===== config.mk =====
export PLATFORM = sky130hd
export DESIGN_NAME = energy_vad_with_hangover_unit
export DESIGN_NICKNAME = d
export VERILOG_FILES = /design/src/hw/rtl/evad_pkg.sv /design/src/hw/rtl/energy_vad_with_hangover_unit.sv /design/src/hw/rtl/evad_alu.sv /design/src/hw/rtl/evad_csr.sv
export SDC_FILE = /design/constraint.sdc
export NUM_CORES = 1
export LEC_CHECK = 0
export BUFFER_PORTS_ARGS = -buffer_cell sky130_fd_sc_hd__buf_2
export CAP_MARGIN = 20
export CORE_UTILIZATION = 60
export DETAILED_ROUTE_END_ITERATION = 12
export GPL_TIMING_DRIVEN = 0
export PLACE_DENSITY = 0.83
export SYNTH_ARGS = -nofsm -noshare
export SYNTH_HDL_FRONTEND = slang
export SYNTH_SLANG_ARGS = --single-unit

===== constraint.sdc =====
create_clock -name clock -period 4.8 [get_ports clock]
set_input_delay 0.96 -clock clock [delete_from_list [all_inputs] [get_ports clock]]
set_output_delay 0.96 -clock clock [all_outputs]
set_load 0.03 [all_outputs]

===== src/hw/rtl/evad_pkg.sv =====
// types and constants shared by the energy voice detector
// no dependencies; imported by every module of the block
package evad_pkg;

   localparam int unsigned SampleW    = 16;
   localparam int unsigned ThreshW    = 15;
   localparam int unsigned FlenW      = 11;
   localparam int unsigned HangW      = 16;
   localparam int unsigned CsrIndexW  = 2;
   localparam int unsigned CsrDataW   = 16;
   localparam int unsigned MagW       = SampleW + 1;
   localparam int unsigned LenCmpW    = 13;

   localparam logic [ThreshW-1:0] ThreshReset = ThreshW'(500);
   localparam logic [FlenW-1:0]   FlenReset   = FlenW'(320);
   localparam logic [HangW-1:0]   HangReset   = HangW'(500);

   typedef enum logic [1:0] {
      OP_SAMPLE = 2'd0,
      OP_TICK   = 2'd1,
      OP_START  = 2'd2,
      OP_STOP   = 2'd3
   } opcode_type;

   typedef enum logic [CsrIndexW-1:0] {
      CSR_THRESHOLD = 2'd0,
      CSR_FRAME_LEN = 2'd1,
      CSR_HANGOVER  = 2'd2,
      CSR_UNUSED    = 2'd3
   } csr_index_type;

   typedef enum logic [2:0] {
      ST_IDLE,
      ST_EXEC,
      ST_MUL,
      ST_CMP,
      ST_DONE
   } state_type;

   typedef struct packed {
      opcode_type               opcode;
      logic signed [SampleW-1:0] sample;
      logic                      last;
   } req_type;

   typedef struct packed {
      logic speaking;
      logic frame_voiced;
   } rsp_type;

   typedef struct packed {
      logic [ThreshW-1:0] energy_threshold;
      logic [FlenW-1:0]   frame_length;
      logic [HangW-1:0]   hangover_ticks;
   } cfg_type;

endpackage


===== src/hw/rtl/energy_vad_with_hangover_unit.sv =====
// from accept to result, ticks, start, stop and samples that leave the frame open pass
// the exec state and then the done state; a frame-closing sample also passes the
// multiply and compare states between them, the multiply being a shift-add loop on one adder
// one item at a time: the next beat is taken the cycle after the result is loaded into
// the output register, and the done state waits while the output is stalled
// reset (synchronous) clears state and restores the configuration defaults
module energy_vad_with_hangover_unit
   import evad_pkg::*;
#(
   parameter int unsigned MAX_FRAME = 1024
) (
   input  logic                 clock,
   input  logic                 reset,
   input  logic                 req_valid,
   output logic                 req_stall,
   input  req_type              req_data,
   output logic                 rsp_valid,
   input  logic                 rsp_stall,
   output rsp_type              rsp_data,
   input  logic                 csr_valid,
   output logic                 csr_ready,
   input  logic [CsrIndexW-1:0] csr_index,
   input  logic [CsrDataW-1:0]  csr_wdata
);

   localparam int unsigned CntW = $clog2(MAX_FRAME + 1);
   localparam int unsigned SumW = $clog2(MAX_FRAME * 32768 + 1);
   localparam int unsigned AluW = SumW + 1;

   cfg_type cfg;

   state_type state_ff, state_in;
   logic               talking_ff, talking_in;
   logic [SumW-1:0]    sum_ff, sum_in;
   logic [CntW-1:0]    count_ff, count_in;
   logic [HangW-1:0]   hang_ff, hang_in;
   opcode_type         op_ff, op_in;
   logic [MagW-1:0]    mag_ff, mag_in;
   logic               last_ff, last_in;
   logic [AluW-1:0]    prod_ff, prod_in;
   logic [AluW-1:0]    mcand_ff, mcand_in;
   logic [CntW-1:0]    mplier_ff, mplier_in;
   logic               voiced_ff, voiced_in;
   logic               rsp_valid_ff, rsp_valid_in;
   rsp_type            rsp_data_ff, rsp_data_in;

   logic [AluW-1:0]    alu_a, alu_b, alu_result;
   logic               alu_cin, alu_cout;
   logic [MagW-1:0]    sample_ext;
   logic [LenCmpW-1:0] flen_ext, eff_len;
   logic [CntW-1:0]    count_next;
   logic               frame_close;
   logic               req_accept;

   evad_csr u_csr (
      .clock     (clock),
      .reset     (reset),
      .csr_valid (csr_valid),
      .csr_index (csr_index),
      .csr_wdata (csr_wdata),
      .csr_ready (csr_ready),
      .cfg       (cfg)
   );

   evad_alu #(.Width(AluW)) u_alu (
      .op_a      (alu_a),
      .op_b      (alu_b),
      .carry_in  (alu_cin),
      .result    (alu_result),
      .carry_out (alu_cout)
   );

   assign req_stall  = (state_ff != ST_IDLE);
   assign req_accept = req_valid && !req_stall;
   assign rsp_valid  = rsp_valid_ff;
   assign rsp_data   = rsp_data_ff;

   // sample sign-extended by one bit so that its magnitude, 32768 for the most negative value, fits
   assign sample_ext = {req_data.sample[SampleW-1], req_data.sample};

   // frame length clamped to 1 .. MAX_FRAME
   always_comb begin
      flen_ext = LenCmpW'(cfg.frame_length);
      if (flen_ext == '0) begin
         eff_len = LenCmpW'(1);
      end else if (flen_ext > LenCmpW'(MAX_FRAME)) begin
         eff_len = LenCmpW'(MAX_FRAME);
      end else begin
         eff_len = flen_ext;
      end
   end

   assign count_next  = count_ff + CntW'(1);
   assign frame_close = (LenCmpW'(count_next) >= eff_len) || last_ff;

   // operand selection for the shared adder
   always_comb begin
      alu_a   = '0;
      alu_b   = '0;
      alu_cin = 1'b0;
      unique case (state_ff)
         ST_EXEC: begin
            if (op_ff == OP_TICK) begin
               alu_a = AluW'(hang_ff);
               alu_b = '1;
            end else begin
               alu_a = AluW'(sum_ff);
               alu_b = AluW'(mag_ff);
            end
         end
         ST_MUL: begin
            alu_a = prod_ff;
            alu_b = mcand_ff;
         end
         ST_CMP: begin
            // sum - (threshold + 1) * count, carry out means sum >= product
            alu_a   = AluW'(sum_ff);
            alu_b   = ~prod_ff;
            alu_cin = 1'b1;
         end
         ST_IDLE, ST_DONE: begin
            alu_a = '0;
         end
         default: alu_a = '0;
      endcase
   end

   always_comb begin
      state_in     = state_ff;
      talking_in   = talking_ff;
      sum_in       = sum_ff;
      count_in     = count_ff;
      hang_in      = hang_ff;
      op_in        = op_ff;
      mag_in       = mag_ff;
      last_in      = last_ff;
      prod_in      = prod_ff;
      mcand_in     = mcand_ff;
      mplier_in    = mplier_ff;
      voiced_in    = voiced_ff;
      rsp_valid_in = rsp_valid_ff && rsp_stall;
      rsp_data_in  = rsp_data_ff;

      unique case (state_ff)
         ST_IDLE: begin
            if (req_accept) begin
               op_in     = req_data.opcode;
               mag_in    = req_data.sample[SampleW-1] ? (MagW'(0) - sample_ext) : sample_ext;
               last_in   = req_data.last;
               voiced_in = 1'b0;
               state_in  = ST_EXEC;
            end
         end
         ST_EXEC: begin
            state_in = ST_DONE;
            unique case (op_ff)
               OP_SAMPLE: begin
                  if (talking_ff) begin
                     sum_in   = alu_result[SumW-1:0];
                     count_in = count_next;
                     if (frame_close) begin
                        prod_in   = '0;
                        mcand_in  = AluW'(cfg.energy_threshold) + AluW'(1);
                        mplier_in = count_next;
                        state_in  = ST_MUL;
                     end
                  end
               end
               OP_TICK: begin
                  if (hang_ff != '0) begin
                     hang_in = alu_result[HangW-1:0];
                  end
               end
               OP_START: begin
                  talking_in = 1'b1;
                  hang_in    = '0;
                  sum_in     = '0;
                  count_in   = '0;
               end
               OP_STOP: begin
                  talking_in = 1'b0;
               end
               default: state_in = ST_DONE;
            endcase
         end
         ST_MUL: begin
            // shift-add multiply, one multiplier bit per cycle
            if (mplier_ff == '0) begin
               state_in = ST_CMP;
            end else begin
               if (mplier_ff[0]) begin
                  prod_in = alu_result;
               end
               mcand_in  = {mcand_ff[AluW-2:0], 1'b0};
               mplier_in = mplier_ff >> 1;
            end
         end
         ST_CMP: begin
            voiced_in = alu_cout;
            if (alu_cout) begin
               hang_in = cfg.hangover_ticks;
            end
            sum_in   = '0;
            count_in = '0;
            state_in = ST_DONE;
         end
         ST_DONE: begin
            if (!rsp_valid_ff || !rsp_stall) begin
               rsp_valid_in             = 1'b1;
               rsp_data_in.speaking     = talking_ff && (hang_ff != '0);
               rsp_data_in.frame_voiced = voiced_ff;
               state_in                 = ST_IDLE;
            end
         end
         default: state_in = ST_IDLE;
      endcase
   end

   always_ff @(posedge clock) begin
      if (reset) begin
         state_ff     <= ST_IDLE;
         talking_ff   <= 1'b0;
         sum_ff       <= '0;
         count_ff     <= '0;
         hang_ff      <= '0;
         rsp_valid_ff <= 1'b0;
      end else begin
         state_ff     <= state_in;
         talking_ff   <= talking_in;
         sum_ff       <= sum_in;
         count_ff     <= count_in;
         hang_ff      <= hang_in;
         rsp_valid_ff <= rsp_valid_in;
      end
   end

   always_ff @(posedge clock) begin
      op_ff       <= op_in;
      mag_ff      <= mag_in;
      last_ff     <= last_in;
      prod_ff     <= prod_in;
      mcand_ff    <= mcand_in;
      mplier_ff   <= mplier_in;
      voiced_ff   <= voiced_in;
      rsp_data_ff <= rsp_data_in;
   end

endmodule


===== src/hw/rtl/evad_alu.sv =====
// shared adder of the voice detector: a + b + carry in, with carry out
// depends on evad_pkg only for house consistency
module evad_alu
   import evad_pkg::*;
#(
   parameter int unsigned Width = 27
) (
   input  logic [Width-1:0] op_a,
   input  logic [Width-1:0] op_b,
   input  logic             carry_in,
   output logic [Width-1:0] result,
   output logic             carry_out
);

   logic [Width:0] full_sum;

   assign full_sum  = {1'b0, op_a} + {1'b0, op_b} + {{Width{1'b0}}, carry_in};
   assign result    = full_sum[Width-1:0];
   assign carry_out = full_sum[Width];

endmodule


===== src/hw/rtl/evad_csr.sv =====
// configuration registers of the voice detector
// depends on evad_pkg for cfg_type, register indexes and reset values
module evad_csr
   import evad_pkg::*;
(
   input  logic                 clock,
   input  logic                 reset,
   input  logic                 csr_valid,
   input  logic [CsrIndexW-1:0] csr_index,
   input  logic [CsrDataW-1:0]  csr_wdata,
   output logic                 csr_ready,
   output cfg_type              cfg
);

   cfg_type cfg_ff;
   cfg_type cfg_in;

   assign csr_ready = 1'b1;
   assign cfg       = cfg_ff;

   always_comb begin
      cfg_in = cfg_ff;
      if (csr_valid) begin
         unique case (csr_index_type'(csr_index))
            CSR_THRESHOLD: cfg_in.energy_threshold = csr_wdata[ThreshW-1:0];
            CSR_FRAME_LEN: cfg_in.frame_length     = csr_wdata[FlenW-1:0];
            CSR_HANGOVER:  cfg_in.hangover_ticks   = csr_wdata[HangW-1:0];
            CSR_UNUSED:    cfg_in = cfg_ff;
            default:       cfg_in = cfg_ff;
         endcase
      end
   end

   always_ff @(posedge clock) begin
      if (reset) begin
         cfg_ff.energy_threshold <= ThreshReset;
         cfg_ff.frame_length     <= FlenReset;
         cfg_ff.hangover_ticks   <= HangReset;
      end else begin
         cfg_ff <= cfg_in;
      end
   end

endmodule


==> results_dict.tcl, run 1 <==
set metrics [dict create \
    status "finished clean" \
    synth_seq_cells 188 \
    cts_num_sinks 188 \
    hold_ws_ns 0.431 \
    cellPowerDensity_nw_per_um2 307 \
    grt_max_degree 40 \
    hold_depth 0 \
    grt_usage_pct 34.4 \
    muxShareOfSynthArea_pct 1.74 \
    finalCritPeriodShare_pct 96.7 \
    synthAdderAreaFrac_pct 5.71 \
    syn-cell-area_um2 10300 \
    num_rows 47 \
    hold_buffers 0 \
    register_area_um2 4640 \
    arrival_ns 4.82 \
    ff2ff_path_depth 16 \
    cts_setup_buffers 0 \
    fill_cells 1335 \
    drt_iter0_drc 983 \
    clkPwrFrac_pct 41.9 \
    h-tree-depth 4 \
    synth_top_family_by_area "simple AND/OR/NAND/NOR gates" \
    synth_xor_area_share_pct 5.08 \
    synth-simple-area-share_pct 21.2 \
    slew_viol_final 0 \
    syn_area_per_cell_um2 8.76 \
    layout_common_cells "224 x nand2_1, 104 x nor2_1, 102 x a21oi_1, 100 x dfxtp_1, 88 x edfxtp_1" \
    fin_worst_skew_ns 0.0121 \
    port_buffers 45 \
    intPower_mw 2.58 \
    drt_wl_total_um 30100 \
    pwr-share-seq_pct 49.3 \
    hold_path_class "reg2reg" \
    required_ns 4.98 \
    finalSetupViolations 0 \
    max_slew_margin_pct 35.5 \
    grt_pass1_vias 8640 \
    routedWlPerCell_um 20.4 \
    fmax_ghz 0.215 \
    crit_path_start_kind "register" \
    period_needed_ns 4.64 \
    timing_worst_slew_pin_value_ns 0.966 \
    die_height_um 133 \
    async_flop_share_pct 0 \
    clockBufferDepth 2 \
    layout_commonest_cell "nand2_1" \
    cts-root-buf "clkbuf_16" \
    syn-num-nets 1268 \
    core_um2 16700 \
    worstPathMaxFanout 10 \
    swShare_pct 27.2 \
    ant_nets 0 \
    synth.yosys.seq_area_share_pct 44.9 \
    gp_congestion 0.946 \
    vias 9213 \
    combPwrFrac_pct 8.8 \
    syn_to_final_growth_pct 11.5 \
    rrSetupSlack_ns 0.16 \
    numCtsBuffers 17 \
    die_w_um 133 \
    route.detailed.drc 0 \
    clk_pin_slew_ns 0.08 \
    worstSetupEndpointType "register" \
    dpl_cell_area_um2 10900 \
    power_switching_uw 962 \
    r2r_end "prod_ff[26]" \
    dp_hpwl_um 22500 \
    drv_cap 0 \
    fp.dieArea_um2 17800 \
    multiInputGateArea_um2 5400 \
    viasPerCell 6.23 \
    synth_compound_area_share_pct 18.0 \
    worstSkewPairLatency_ns 0.45 \
    hold_start "voiced_ff" \
    timing.setup.critical_path_class "reg2reg" \
    yosysWarningCount 0 \
    hold_end "rsp_data[0]" \
    gr-total-overflow 0 \
    synth_edf_count 88 \
    synth_ff_type "dfxtp_1" \
    antenna_found_initial 2 \
    synth_cell_type_count 62 \
    pin_count 47 \
    layout-drive-gt1-share_pct 10.3 \
    rr_startpoint "op_ff[1]" \
    dr.pass1.iters 7 \
    nNetsFinal 1333 \
    synth_cells 1180 \
    stdcell_area_um2 11500 \
    ir_worst_vdd_uv 347 \
    initial_core_util_pct 61.9 \
    grt_pass1_wl_um 46400 \
    leakagePower_nw 4.22 \
    hold_viol_final 0 \
    cts_tree "done" \
]
-- worst max-delay path by stage --
stage                      from     endpoint  slack [ns]  cells past startpoint
finish                 op_ff[1]  prod_ff[26]        0.16                     16
global route           op_ff[1]  hang_ff[15]       -0.02                     17
CTS                 state_ff[2]  prod_ff[26]        0.01                     17
detailed placement  state_ff[2]  prod_ff[26]       -0.32                     17
global placement    count_ff[2]  prod_ff[12]       -0.49                     13
floorplan           count_ff[2]   prod_ff[0]        0.71                     13
-- Yosys cell counts, types with 6 or more instances --
cell / number / share of area, %
nand4_1: 10 / 0.60
nor3_1: 6 / 0.29
o21ai_0: 76 / 3.7
clkbuf_1: 52 / 1.9
a22o_1: 11 / 0.93
edfxtp_1: 88 / 26
nand2b_1: 7 / 0.42
nor2b_1: 6 / 0.36
nand3_1: 32 / 1.5
dfxtp_1: 100 / 19
o211ai_1: 20 / 1.5
a21oi_1: 102 / 4.9
inv_1: 12 / 0.44
ha_1: 44 / 5.3
a21o_1: 8 / 0.58
nand2_1: 224 / 8.1
o21a_1: 6 / 0.44
nand3b_1: 18 / 1.3
xnor2_1: 42 / 3.6
buf_1: 8 / 0.29
or2_2: 10 / 0.60
a31oi_1: 12 / 0.73
nor2_2: 7 / 0.42
a211oi_2: 7 / 0.85
a211oi_1: 11 / 0.80
and2_1: 14 / 0.85
and3_1: 23 / 1.4
nor2_1: 106 / 3.8
nor4_1: 11 / 0.67
mux2i_1: 18 / 1.7
xor2_1: 18 / 1.5
a22oi_1: 17 / 1.2
-- layout make-up --
type | instances | area share [%]
Multi-Input combinational cell | 910 | 46.8
Sequential cell | 188 | 40.3
Clock buffer | 17 | 3.69
Buffer | 68 | 2.54
Tap cell | 220 | 2.39
Timing Repair Buffer | 46 | 2.19
Clock inverter | 15 | 1.65
Inverter | 14 | 0.456
Antenna cell | 1 | 0.0217
-- logic make-up after synthesis --
kind of cell | count (synthesis)
buf+inv | 82
simple gates | 485
fa+ha+maj | 46
xor+xnor | 60
mux | 18
flops | 188
other cells | 2
compound gates | 299
-- worst max-delay path: stages, from the launching register on --
cell and delay [ns]:
edfxtp_1 0.48, inv_1 0.12, ha_1 0.21, nor2b_1 0.16, clkbuf_4 0.27, mux2i_1 0.29
o21ai_0 0.15, fa_1 0.47, fa_1 0.45, a211oi_2 0.28, o211ai_1 0.22, a31oi_2 0.29
o21ai_1 0.17, a21bo_2 0.26, a211oi_1 0.32, xor2_1 0.18, nor2_1 0.05
-- through the flow --
stage	TNS, ns	std cells	setup slack [ns]	utilization [%]	power, mW
after floorplan	0	1180	0.709	-	1.96
after global placement	-14.48	1445	-0.493	64.9	2.07
after detailed placement	-2.30	1446	-0.316	65.1	2.08
after CTS	0	1478	0.0125	68.8	3.52
after global routing	-0.0199	1478	-0.0199	69.0	3.62
final	0	1479	0.156	69.0	3.54
-- power groups by stage --
stage / logic [mW] / clock network [mW] / registers [mW]
final: 0.311 / 1.48 / 1.74
after global routing: 0.337 / 1.54 / 1.75
after CTS: 0.303 / 1.48 / 1.74
after detailed placement: 0.300 / 0 / 1.78
after global placement: 0.294 / 0 / 1.78
after floorplan: 0.198 / 0 / 1.77
-- per-layer routing --
metal  track usage, %  routed length, µm  vias to the layer above
li1                 -                  -                     4337
met1             44.9              12200                     4345
met2             56.1              14200                      458
met3             7.61               2830                       71
met4             12.6                864                        2
met5                0                 13                        -
-- flip-flops by register name, indices dropped and copies added, names as in the netlist --
register    cells
talking_ff      1
mag_ff         17
op_ff           2
voiced_ff       1
mcand_ff       27
prod_ff        27
sum_ff         26
rsp_valid       1
count_ff       11
hang_ff        16
last_ff         1
rsp_data        2
state_ff        3
u_csr.cfg      42
mplier_ff      11
-- timing repair --
| action | 4_1_cts | 5_1_grt |
|---|---|---|
| pin swaps | 0 | 0 |
| resized for setup | 5 | 12 |
| setup endpoints to repair | 24 | 38 |
(Power assumes the default switching activity.)
==> run 2: changes to the inputs <==
Settings changed: MAX_ROUTING_LAYER from default to met4.
==> results_dict.tcl, run 2 (same netlist as run 1, synthesis figures left out) <==
set metrics [dict create \
    status "finished clean" \
    placedCellCount 1447 \
    vias 9392 \
    drt_wl_total_um 30400 \
    timing_worst_slew_pin_value_ns 1.08 \
    leakagePower_nw 4.21 \
    finalCritPeriodShare_pct 96.1 \
    port_buffers 45 \
    grt_usage_pct 35.6 \
    slew_viol_final 0 \
    finalNonFillerCells 1480 \
    initial_core_util_pct 61.9 \
    cts_setup_buffers 0 \
    fill_cells 1408 \
    antenna_found_initial 1 \
    hold_buffers 0 \
    layout-drive-gt1-share_pct 10.2 \
    swShare_pct 26.0 \
    power_switching_uw 903 \
    cts-root-buf "clkbuf_16" \
    viasPerCell 6.35 \
    place_ws_ns -0.250 \
    drt_iter0_drc 872 \
    worstSkewPairLatency_ns 0.44 \
    hold_viol_final 0 \
    worstPathMaxFanout 10 \
    grt_max_degree 24 \
    grt_pass1_wl_um 46300 \
    required_ns 5.16 \
    syn_to_final_growth_pct 11.4 \
    hold_path_class "reg2reg" \
    die_height_um 133 \
    max_slew_margin_pct 28.2 \
    fp.dieArea_um2 17800 \
    route.detailed.drc 0 \
    dr.pass1.iters 6 \
    layout_commonest_cell "nand2_1" \
    gp_congestion 0.971 \
    arrival_ns 4.97 \
    gr-total-overflow 0 \
    cts_num_sinks 188 \
    ir_worst_vdd_uv 253 \
    num_rows 47 \
    layout_common_cells "224 x nand2_1, 104 x nor2_1, 102 x a21oi_1, 99 x dfxtp_1, 88 x edfxtp_1" \
    pin_count 47 \
    combPwrFrac_pct 9.0 \
    crit_path_start_kind "register" \
    fin_setup_tns_ns 0 \
    setup_slack_ns 0.190 \
    max_stage_delay_ns 0.85 \
    cts_resized 4 \
    grt_pass1_vias 8695 \
    nNetsFinal 1333 \
    critPathSlowestCell "xnor2_1" \
    routedWlPerCell_um 20.6 \
    cts_tree "done" \
    period_needed_ns 4.61 \
    finalSetupViolations 0 \
    largest_reg_flops 42 \
    clkPwrFrac_pct 40.8 \
    pwr-share-seq_pct 50.2 \
    fmax_ghz 0.217 \
    ant_nets 0 \
    rsz0062_at_grt "false" \
    h-tree-depth 4 \
    core_um2 16700 \
    clk_pin_slew_ns 0.07 \
    dp_hpwl_um 22700 \
    timing.setup.critical_path_class "reg2reg" \
    cellPowerDensity_nw_per_um2 302 \
    intPower_mw 2.57 \
    drv_cap 0 \
    numCtsBuffers 17 \
    clockBufferDepth 2 \
    die_w_um 133 \
    fin_worst_skew_ns 0.0108 \
    path_cells "clkbuf_1 -> and2_1 -> clkbuf_1 -> clkbuf_2 -> nand2_1 -> o21ai_0 -> fa_1 -> fa_1 -> a211oi_2 -> o211ai_1 -> a31oi_2 -> xnor2_1 -> a22oi_1 -> a211oi_2" \
    worstSetupEndpointType "register" \
]
run 2: cell count changes in the layout (fill, tap and decap cells not counted), sizes merged:
| cell | delta |
|---|---|
| inv | -3 |
| clkbuf | +5 |
| bufinv | -1 |
| clkinv | -1 |
| diode | +1 |
run 2: layout make-up:
cell class	instances	area, µm²	area share [%]
multi-input cells	910	5380	46.7
well taps	220	275	2.39
plain buffers	67	290	2.52
repair buffers	47	280	2.43
inverters	14	52.6	0.456
clock inverters	10	91.3	0.793
flip-flops and latches	188	4650	40.3
diodes	2	5.00	0.0435
clock buffers	22	497	4.31
run 2: final timing paths:
| kind | from | slack, ns | endpoint | cells past startpoint |
|---|---|---|---|---|
| setup / recovery | state_ff[1] | 0.19 | hang_ff[12] | 14 |
| hold / removal | voiced_ff | 0.43 | rsp_data[0] | 0 |
| setup reg to reg | state_ff[1] | 0.19 | hang_ff[12] | 14 |
| hold reg to reg | voiced_ff | 0.43 | rsp_data[0] | 0 |
run 2: per-layer routing:
metal / wire length [µm] / track usage, % / vias to the layer above / part of all wire [%]
met5: 0 / - / - / 0
li1: - / - / 4346 / -
met1: 12400 / 44.6 / 4465 / 41
met4: 1150 / 16.9 / 0 / 3.8
met2: 14100 / 55.2 / 472 / 46
met3: 2810 / 7.50 / 109 / 9.2
run 2: stage by stage:
stage	hold slack, ns	total power, mW	util [%]	cell area, µm²
after CTS	0.444	3.46	68.8	11500
after global routing	0.461	3.57	69.0	11500
after floorplan	0.400	1.96	-	10300
final	0.434	3.48	69.0	11500
after global placement	0.419	2.07	64.9	10800
after detailed placement	0.427	2.08	65.3	10900
run 2: worst max-delay path: cells and delay by family (launching register included):
kind | cells | cell delay (ns)
AO/OA/AOI/OAI | 6 | 1.25
XOR/XNOR | 1 | 0.85
adder cells (fa/ha/maj) | 2 | 0.53
buffers and inverters | 3 | 1.23
flip-flops | 1 | 0.34
AND/OR/NAND/NOR | 2 | 0.32
run 2: power by group through the flow:
stage | registers [mW] | clock network, mW | logic [mW]
2_1_floorplan | 1.77 | 0 | 0.198
3_3_place_gp | 1.78 | 0 | 0.296
3_5_place_dp | 1.78 | 0 | 0.302
4_1_cts | 1.74 | 1.41 | 0.304
5_1_grt | 1.75 | 1.49 | 0.334
6_report | 1.75 | 1.42 | 0.313
==> run 3: changes to the inputs <==
Settings changed: ABC_AREA from default to 1, SLEW_MARGIN from default to 15.
==> results_dict.tcl, run 3 <==
set metrics [dict create \
    yosys.area.top_type "edfxtp_1" \
    ff2ff_path_depth 21 \
    cts_num_sinks 188 \
    synthAdderAreaFrac_pct 5.36 \
    largest_reg_flops 42 \
    top_usage_layer "met2" \
    ir_worst_vdd_uv 279 \
    clk_pin_slew_ns 0.07 \
    cts_setup_buffers 0 \
    fp.dieArea_um2 18900 \
    syn-num-nets 1568 \
    ant_nets 0 \
    grt_pass1_vias 9667 \
    cellPowerDensity_nw_per_um2 292 \
    hold_depth 0 \
    h-tree-depth 4 \
    antenna_found_initial 0 \
    netlist_top_cells_count "396 x nand2_1, 174 x nor2_1, 152 x inv_1, 114 x o21ai_0, 100 x dfxtp_1" \
    timing.setup.critical_path_class "reg2reg" \
    crit_path_start_kind "register" \
    rrSetupSlack_ns 0.77 \
    synth_top_area_share_pct 24.0 \
    r2r_end "hang_ff[14]" \
    async_flop_share_pct 0 \
    fmax_ghz 0.248 \
    drt_iter0_drc 1307 \
    required_ns 5.14 \
    clockBufferDepth 2 \
    synth_ff_type "dfxtp_1" \
    rr_startpoint "op_ff[1]" \
    hold_viol_final 0 \
    route.detailed.drc 0 \
    worstSetupEndpointType "register" \
    layout_commonest_cell "nand2_1" \
    grt_usage_pct 36.5 \
    gr-total-overflow 0 \
    synth_cell_type_count 50 \
    synth.yosys.seq_area_share_pct 42.2 \
    finalCritPeriodShare_pct 84.0 \
    num_rows 49 \
    drt_wl_total_um 32400 \
    slew_viol_final 0 \
    syn_area_per_cell_um2 7.44 \
    synth_cells 1480 \
    rsz0062_at_grt "false" \
    layout-drive-gt1-share_pct 9.11 \
    pin_count 47 \
    startpoint "op_ff[1]" \
    core_um2 18000 \
    die_height_um 137 \
    syn-cell-area_um2 11000 \
    hold_start "voiced_ff" \
    gr-usage-met3_pct 6.88 \
    port_buffers 44 \
    synth_compound_area_share_pct 14.2 \
    synth-simple-area-share_pct 28.8 \
    syn_to_final_growth_pct 10.6 \
    met2_usage_pct 55.6 \
    max_slew_margin_pct 39.0 \
    die_w_um 137 \
    muxShareOfSynthArea_pct 0 \
    period_needed_ns 4.03 \
    worstPathMaxFanout 10 \
    fin_util_pct 67.8 \
    fin_worst_skew_ns 0.0107 \
    grt_pass1_wl_um 49900 \
    vias 10425 \
    cts_resized 0 \
    arrival_ns 4.37 \
    numCtsBuffers 17 \
    stdcell_area_um2 12200 \
    layout_common_cells "395 x nand2_1, 173 x nor2_1, 152 x inv_1, 114 x o21ai_0, 100 x dfxtp_1" \
    initial_core_util_pct 61.3 \
    cts-root-buf "clkbuf_16" \
    routedWlPerCell_um 18.1 \
    hold_buffers 0 \
    yosysWarningCount 0 \
    grt_max_degree 28 \
    dp_hpwl_um 24800 \
    worstSkewPairLatency_ns 0.44 \
    drv_cap 0 \
    viasPerCell 5.83 \
    endpoint "hang_ff[14]" \
    cts_tree "done" \
    timing_worst_slew_pin_value_ns 0.915 \
    dpl_cell_area_um2 11600 \
    synth_area_leaders "edfxtp_1 24%, dfxtp_1 18%, nand2_1 13%" \
    synth.most_common_cell "nand2_1" \
    gp_congestion 1.00 \
    synth_edf_count 88 \
    nNetsFinal 1634 \
    finalSetupViolations 0 \
    synth_seq_cells 188 \
    leakagePower_nw 5.33 \
    synth_xor_area_share_pct 1.59 \
    status "finished clean" \
    grt_use_met1_pct 46.8 \
    n_antenna_cell 0 \
    dr.pass1.iters 6 \
    hold_path_class "reg2reg" \
    synth_top_family_by_area "simple AND/OR/NAND/NOR gates" \
]
-- run 3: cell count changes after synthesis, moves of 14 or more --
cell      previous run  this run
nand2_1            224       396
inv_1               12       152
nor2_1             106       174
nand3_1             32        72
o21ai_0             76       114
xnor2_1             42         6
a21oi_1            102        75
and3_1              23         1
mux2i_1             18         0
o221ai_1             1        16
clkbuf_1            52        38
-- run 3: cells by family after synthesis --
| group | Yosys count |
|---|---|
| AND/OR/NAND/NOR | 736 |
| AO/OA/AOI/OAI | 267 |
| buffers and inverters | 221 |
| flip-flops | 188 |
| adder cells (fa/ha/maj) | 46 |
| XOR/XNOR | 20 |
| other | 2 |
-- run 3: how the worst min path moves through the flow --
stage / end
2_1_floorplan: rsp_data[0]
3_3_place_gp: rsp_data[0]
3_5_place_dp: rsp_data[0]
4_1_cts: rsp_data[0]
5_1_grt: rsp_data[0]
6_report: rsp_data[0]
-- run 3: layer usage --
metal,vias up,part of all wire (%)
met5,-,0
met4,0,4.3
met3,87,9.9
met2,560,45
met1,4725,41
li1,5053,-
-- run 3: through the flow --
step / setup TNS [ns] / hold WS, ns / std cells / total power, mW / worst slack [ns]
final: 0 / 0.431 / 1788 / 3.55 / 0.766
after global routing: 0 / 0.443 / 1788 / 3.66 / 0.434
after CTS: 0 / 0.429 / 1788 / 3.54 / 0.867
after detailed placement: 0 / 0.411 / 1756 / 2.12 / 0.913
after global placement: -11.49 / 0.404 / 1753 / 2.10 / -0.427
after floorplan: 0 / 0.400 / 1480 / 2.00 / 0.859
-- run 3: layout make-up --
cell class / count / area, µm²
fill: 1533 / 5790
multi-input combinational: 1071 / 5520
sequential: 188 / 4640
inverter: 166 / 626
clock buffer: 22 / 465
tap: 229 / 287
timing repair buffer: 47 / 275
buffer: 55 / 231
clock inverter: 10 / 129
-- run 3: worst max-delay path, stage by stage (launching register included) --
cell and delay (ns):
edfxtp_1 0.39, inv_1 0.09, ha_1 0.19, clkbuf_1 0.26
nor2_1 0.54, clkbuf_1 0.40, o21ai_0 0.15, o211ai_1 0.13
ha_1 0.33, nand2_2 0.15, inv_2 0.03, nand2_1 0.06
nand2_1 0.08, nand2_1 0.07, nand2_1 0.10, a21oi_4 0.23
nand3_4 0.21, nand2_4 0.17, buf_6 0.17, nand2_2 0.05
nand2_1 0.07, nor2_2 0.03
-- run 3: where the power goes --
part / switching [mW] / internal [mW] / total (mW)
logic: 0.230 / 0.114 / 0.343
registers: 0.0293 / 1.72 / 1.75
clock network: 0.648 / 0.810 / 1.46
